### config.mk
export PLATFORM = sky130hd
export DESIGN_NAME = ffbt_ctrl
export DESIGN_NICKNAME = d
export VERILOG_FILES = /design/src/rtl/ffbt_pkg.sv /design/src/rtl/ffbt_ctrl.sv
export SDC_FILE = /design/constraint.sdc
export NUM_CORES = 1
export LEC_CHECK = 0
export BUFFER_PORTS_ARGS = -buffer_cell sky130_fd_sc_hd__buf_2
export CORE_MARGIN = 4
export CORE_UTILIZATION = 25
export CTS_BUF_LIST = sky130_fd_sc_hd__clkbuf_4 sky130_fd_sc_hd__clkbuf_8 sky130_fd_sc_hd__clkbuf_16
export DETAILED_ROUTE_END_ITERATION = 16
export PLACE_DENSITY = 0.61
export SYNTH_ARGS = -nofsm -noshare
export SYNTH_HDL_FRONTEND = slang
export SYNTH_SLANG_ARGS = --single-unit
### constraint.sdc
create_clock -name clk_i -period 2 [get_ports clk_i]
set_input_delay 0.2 -clock clk_i [delete_from_list [all_inputs] [get_ports clk_i]]
set_output_delay 0.2 -clock clk_i [all_outputs]
set_load 0.05 [all_outputs]
### src/rtl/ffbt_pkg.sv
`timescale 1ns / 1ps
`default_nettype none
package ffbt_pkg;
  localparam logic [1:0] StAlloc  = 2'd0;
  localparam logic [1:0] StNoFit  = 2'd1;
  localparam logic [1:0] StFreed  = 2'd2;
  localparam logic       ActAlloc = 1'b0;
  localparam logic       ActFree  = 1'b1;

  typedef enum logic [2:0] {
    CmdIdle, CmdStart, CmdStep, CmdTake, CmdSplitNew, CmdFound, CmdMerge
  } ffbt_cmd_e;

  // datapath status back to the controller, for the header at the walk position
  typedef struct packed {
    logic fits;       // free and large enough
    logic split;      // leftover big enough for a new block
    logic nb_in;      // split remainder inside arena
    logic last;       // next position beyond arena
    logic match;      // position is the block being freed
  } ffbt_stat_t;
endpackage
`default_nettype wire

### src/rtl/ffbt_ctrl.sv
`timescale 1ns / 1ps
`default_nettype none
module ffbt_ctrl import ffbt_pkg::*; (
  input  wire logic       clk_i,
  input  wire logic       rst_ni,
  input  wire logic       in_valid_i,
  output logic            in_ready_o,
  input  wire logic       act_i,
  output logic            out_valid_o,
  input  wire logic       out_ready_i,
  output logic [1:0]      status_o,
  output logic [9:0]      granted_addr_o,
  output ffbt_cmd_e       cmd_o,
  input  wire ffbt_stat_t stat_i,
  input  wire logic [9:0] gaddr_i,
  input  wire logic       init_done_i
);
  typedef enum logic [1:0] {SIdle, SEval, SSplit, SMerge} state_e;
  state_e state_q;
  logic   act_q;
  logic   accept;

  assign in_ready_o = init_done_i && state_q == SIdle && !out_valid_o;
  assign accept     = in_valid_i && in_ready_o;

  always_comb begin
    cmd_o = CmdIdle;
    case (state_q)
      SIdle: if (accept) cmd_o = CmdStart;
      SEval: begin
        if (act_q == ActAlloc) begin
          if (stat_i.fits) cmd_o = CmdTake;
          else if (!stat_i.last) cmd_o = CmdStep;
        end else begin
          if (stat_i.match) cmd_o = CmdFound;
          else if (!stat_i.last) cmd_o = CmdStep;
        end
      end
      SSplit: cmd_o = CmdSplitNew;
      SMerge: cmd_o = CmdMerge;
      default: ;
    endcase
  end

  always_ff @(posedge clk_i or negedge rst_ni) begin
    if (!rst_ni) begin
      state_q <= SIdle; out_valid_o <= 1'b0; act_q <= ActAlloc;
      status_o <= StAlloc; granted_addr_o <= '0;
    end else begin
      if (out_valid_o && out_ready_i) out_valid_o <= 1'b0;
      case (state_q)
        SIdle: if (accept) begin
          act_q <= act_i; state_q <= SEval;
        end
        SEval: begin
          case (cmd_o)
            CmdTake: begin
              status_o <= StAlloc; granted_addr_o <= gaddr_i;
              if (stat_i.split && stat_i.nb_in) state_q <= SSplit;
              else begin
                out_valid_o <= 1'b1; state_q <= SIdle;
              end
            end
            CmdFound: state_q <= SMerge;
            CmdStep: ;
            default: begin
              // walked past the last block
              status_o <= (act_q == ActAlloc) ? StNoFit : StFreed;
              granted_addr_o <= '0; out_valid_o <= 1'b1; state_q <= SIdle;
            end
          endcase
        end
        SSplit: begin
          out_valid_o <= 1'b1; state_q <= SIdle;
        end
        SMerge: begin
          status_o <= StFreed; granted_addr_o <= '0;
          out_valid_o <= 1'b1; state_q <= SIdle;
        end
        default: state_q <= SIdle;
      endcase
    end
  end

`ifndef SYNTHESIS
  a_no_acc_busy: assert property (@(posedge clk_i) disable iff (!rst_ni)
    state_q != SIdle |-> !in_ready_o) else $error("accept while busy");
  a_out_hold: assert property (@(posedge clk_i) disable iff (!rst_ni)
    out_valid_o && !out_ready_i |=> out_valid_o && $stable(status_o) &&
    $stable(granted_addr_o)) else $error("result dropped or changed");
  a_zero_addr: assert property (@(posedge clk_i) disable iff (!rst_ni)
    out_valid_o && status_o != StAlloc |-> granted_addr_o == '0) else $error("addr");
  a_status_ok: assert property (@(posedge clk_i) disable iff (!rst_ni)
    out_valid_o |-> (status_o == StAlloc || status_o == StNoFit || status_o == StFreed))
    else $error("bad status");
`endif
endmodule
`default_nettype wire

-- Yosys cells after proc, flatten, opt, wreduce, memory -nomap -nowiden
Cells that the tools add are included.
- multiplexer cells: 19
- eq/ne operators: 9
- reductions and logical operators: 13
- operators by type and width (kind ; number):
    $pmux W10 S2 ; 2
    $pmux W2 S3 ; 2
    $pmux W3 S4 ; 1
    $mux W2 ; 5
    $pmux W2 S2 ; 2
    $eq A3 B2 Y1 const B ; 2
    $mux W3 ; 2
    $ne A2 B2 Y1 const B ; 3
    $reduce_and A2 Y1 ; 3
    $logic_and A1 B1 Y1 ; 5
    $eq A2 B2 Y1 const B ; 2
    $pmux W1 S2 ; 2
    $reduce_or A2 Y1 ; 2
    $eq A3 B3 Y1 const B ; 1
    $mux W1 ; 3
    $eq A2 B1 Y1 const B ; 1
    $logic_not A2 Y1 ; 1
    $reduce_bool A2 Y1 ; 1
    $logic_not A1 Y1 ; 1
- output and inout port bits: 17
- word-level logic and storage cells: 46
- register bits: 16
- bits of input ports: 21

-- Longest topological paths before layout
- word-level depth: 10
- gate-level depth with buffers: 5

-- Worst setup path before layout
Ideal clock, no wire load.
- kind: register to output
- start point: register out_valid_o
- end point: output port cmd_o[0]
- buffers on the path: 0
- cell stages (with the launch flop): 4
- data arrival time: 1.993 ns
- path slack: -0.193 ns
- data required time: 1.800 ns
- path through: dfrtp_1 nor4b_4 nand2_2 o21ai_0
- cells in the longest elaborated chain, start to end: 5
- RTL lines (element ; RTL line ; RTL):
    from (decl) ; ffbt_ctrl.sv:9 ; output logic out_valid_o,
    from (signal assigned) ; ffbt_ctrl.sv:47 ; state_q <= SIdle; out_valid_o <= 1'b0; act_q <= ActAlloc;
    from (signal assigned) ; ffbt_ctrl.sv:50 ; if (out_valid_o && out_ready_i) out_valid_o <= 1'b0;
    from (signal assigned) ; ffbt_ctrl.sv:61 ; out_valid_o <= 1'b1; state_q <= SIdle;
    $logic_not A1 Y1 ; ffbt_ctrl.sv:23 ; assign in_ready_o = init_done_i && state_q == SIdle && !out_valid_o;
    $logic_and A1 B1 Y1 ; ffbt_ctrl.sv:23 ;
    net in_ready_o ; ffbt_ctrl.sv:7 ; output logic in_ready_o,
    $logic_and A1 B1 Y1 ; ffbt_ctrl.sv:24 ; assign accept = in_valid_i && in_ready_o;
    $mux W1 ; ffbt_ctrl.sv:29 ; SIdle: if (accept) cmd_o = CmdStart;
    $pmux W3 S4 ; ffbt_ctrl.sv:28 ; case (state_q)
    to (decl) ; ffbt_ctrl.sv:13 ; output ffbt_cmd_e cmd_o,
The timed path passes the listed nets, and every way through them passes these cells.

-- Final worst setup path
- start point: register state_q[0]
- end point: output port cmd_o[0]
- cells in the longest elaborated chain, start to end: 6
- elaborated cells between the ends (all ways): 9
- RTL lines (element ; RTL line ; RTL):
    from (decl) ; ffbt_ctrl.sv:19 ; state_e state_q;
    from (signal assigned) ; ffbt_ctrl.sv:53 ; act_q <= act_i; state_q <= SEval;
    from (signal assigned) ; ffbt_ctrl.sv:59 ; if (stat_i.split && stat_i.nb_in) state_q <= SSplit;
    from (signal assigned) ; ffbt_ctrl.sv:64 ; CmdFound: state_q <= SMerge;
    $logic_not A2 Y1 ; ffbt_ctrl.sv:23, ffbt_ctrl.sv:28 ;
    $logic_and A1 B1 Y1 (2 in a row) ; ffbt_ctrl.sv:23 ;
    $logic_and A1 B1 Y1 ; ffbt_ctrl.sv:24 ;
    $mux W1 ; ffbt_ctrl.sv:29 ;
    $pmux W3 S4 (*) ; ffbt_ctrl.sv:28 ;
Every way passes the cells marked *; elsewhere a longest branch is shown, timed or not.

==> results by group <==
Status
  • Outcome: finished, final reports clean

GRT
  • All-layer global routing usage: 9.978%
  • GRT overflow: 0
  • First-pass GRT wire length: 3.243 mm
  • Largest net degree at the start of global routing: 17
  • Initial antenna violation count: 0
  • Vias in the first global route: 691

Synthesis
  • Synth top area share: 51.78%
  • Syn Nets: 83
  • Post-Synthesis Mean Instance Area: 12.47 um^2
  • Synth cell types: 27
  • Synthesized area: 773.2 um^2
  • Cell taking the most area after synthesis: dfrtp_1
  • Mapped Cells: 62
  • Seq/Total Area, Yosys: 51.78%
  • FF+latch count, synth: 16
  • Synth warn: 0
  • Top cells by area, synth: dfrtp_1 (52%), a22o_1 (11%), mux2_4 (3.9%), nor4b_4 (3.1%), buf_6 (2.9%)

STA
  • Final setup violation count: 0
  • Tightest Pin Transition: 0.7791 ns
  • Post-route minimum period: 1.790 ns
  • Setup Skew: 0.001404 ns
  • Final number of hold-violating endpoints: 0
  • FMAX: 558.6 MHz
  • Hold WS: 0.1301 ns
  • RSZ-0062 raised after global routing: false
  • Fin Setup TNS: 0 ns
  • Worst slew margin: 47.98%
  • Final period utilization: 89.50%
  • Max Slew Vio Count: 0

Setup path
  • CP Data Required Time: 1.80 ns
  • R2R cell count: 3
  • Worst R2R End: granted_addr_o[9]$_DFFE_PN0P_
  • Setup CP Type: flip-flop to output pin
  • FF-to-FF setup slack: 0.29 ns
  • CP arrival: 1.59 ns
  • R2R Path Start: act_q$_DFFE_PN0P_
  • Startpoint class of the critical path: flip-flop
  • Worst Path Max Fanout: 8
  • Crit end category: output pin

Placement
  • Global placement routability congestion: 0.8166
  • DP HPWL: 1.528 mm
  • Port Buf Inserts: 37

Pwr
  • Leakage: 0.5290 nW
  • Pwr dens: 1668 mW/mm^2
  • VDD IR max: 0.4523 mV
  • Overall Power: 1.697 mW

Hold path
  • WHS Path Cells: 2
  • Hold path endpoint: granted_addr_o[2]$_DFFE_PN0P_
  • Min-Delay Path Class: input pin to flip-flop
  • Hold path start: gaddr_i[2]

Floorplan
  • Die area: 0.004047 mm^2
  • Ports: 38
  • Chip width: 63.62 um
  • # rows: 19
  • Initial Utilization: 27.11%
  • Overall die height: 63.62 um
  • Core footprint: 0.002853 mm^2

Final layout
  • Layout cells sized above 1: 50.50%
  • N_diodes: 0
  • Post-route core utilization: 35.66%
  • FILL cells: 287
  • Most common cell after layout, fill and taps aside: buf_2
  • Layout Nets: 123
  • Commonest non-fill, non-tap cells in the layout: buf_2 (37), dfrtp_1 (16), a22o_1 (10)
  • Area grow syn2layout: 31.55%

Job
  • # Max-Cap Violations: 0

Routing
  • Antenna-violating nets left: 0
  • Starting DRT DRC Count: 6
  • Drt total wl: 1.924 mm
  • DRC: 0
  • Detailed Routing Iterations Pass 1: 4
  • Post-DR vias/cell: 4.894
  • M1 WL: 862 um
  • DR vias: 646
  • DR WL/cell: 14.58 um
  • Met3 routed WL: 62 um
  • Max Used Layer: met4
  • Routed wire length on met2: 987 um

Clock network
  • CTS max path bufs: 2
  • Worst skew pair latency: 0.28 ns
  • Total CTS buffers: 3
  • CTS tree: done
  • Clk root buf: clkbuf_4
  • Reg clk slew, reported paths: 0.09 ns
  • Post-CTS Setup Bufs: 0
  • CTS sink count: 16
  • Htree depth: 1
  • # hold bufs at CTS: 1
  • Post_cts resized: 0
[kinds of logic after synthesis]
| kind of cell | Yosys count | share of synthesized area [%] |
|---|---|---|
| AOI/OAI and AO/OA | 24 | 25.40 |
| DFF | 16 | 51.78 |
| and+or+nand+nor | 15 | 13.59 |
| buffers and inverters | 5 | 5.339 |
| muxes | 2 | 3.884 |
[registers in the layout (all words and copies together) (netlist names)]
signal and cells:
state_q 2, granted_addr_o 10, status_o 2, act_q 1, out_valid_o 1
[per-layer routing]
metal | up-vias | GRT usage, %
met5 | - | 0
met3 | 2 | 1.776
li1 | 313 | -
met1 | 314 | 12.81
met2 | 17 | 16.04
met4 | 0 | 4.852
[synthesized netlist by cell type]
cell type	count
dfrtp_1	16
a22o_1	10
a21oi_1	3
o21ai_0	3
buf_4	2
buf_6	2
mux2_4	2
nand2_1	2
nand2b_1	2
nor2_1	2
nor2b_1	2
a21o_1	1
a2bb2oi_1	1
a31o_2	1
a32oi_1	1
inv_1	1
nand2_2	1
nand2b_2	1
nand3_1	1
nand3b_1	1
nor2b_2	1
nor3_1	1
nor4b_4	1
o221ai_1	1
o311a_1	1
o311ai_2	1
o32a_1	1
[cell type report]
cell class | count | area [um^2] | share of cell area [%]
clock buffer | 4 | 36.28 | 3.567
sequential | 16 | 400.4 | 39.36
tap | 31 | 38.79 | 3.813
timing repair buffer | 39 | 202.7 | 19.93
multi-input combinational | 41 | 335.3 | 32.96
inverter | 1 | 3.754 | 0.3690
[worst max-delay path: stages (launching register included)]
cell and delay [ns]:
dfrtp_1 0.50, nor4b_4 0.32, nand2_2 0.14, o21ai_2 0.08
buf_2 0.27
[how the worst max path moves through the flow]
stage,start,endpoint,slack (ns),depth (start not counted)
after global placement,act_q$_DFFE_PN0P_,granted_addr_o[4]$_DFFE_PN0P_,0.39,3
after detailed placement,act_q$_DFFE_PN0P_,granted_addr_o[5]$_DFFE_PN0P_,0.31,3
after CTS,state_q[0]$_DFFE_PN0P_,cmd_o[0],0.18,4
final,state_q[0]$_DFFE_PN0P_,cmd_o[0],0.21,4
after global routing,state_q[0]$_DFFE_PN0P_,cmd_o[0],0.08,4
after floorplan,out_valid_o$_DFF_PN0_,cmd_o[0],0.02,3
[power breakdown]
| group | switching (mW) | leakage, nW | internal, mW |
|---|---|---|---|
| combinational | 0.634 | 0.301 | 0.288 |
| clock | 0.0973 | 0.0210 | 0.111 |
| sequential | 0.128 | 0.207 | 0.439 |
[through the flow]
step / setup slack [ns] / instances / cell area, um^2
after CTS: 0.1839 / 132 / 1017
after global placement: 0.3890 / 127 / 970.9
after detailed placement: 0.3142 / 127 / 970.9
after global routing: 0.08037 / 132 / 1017
final: 0.2099 / 132 / 1017
after floorplan: 0.01921 / 62 / 777.0
No activity file was read; power rests on OpenSTA's default activity.
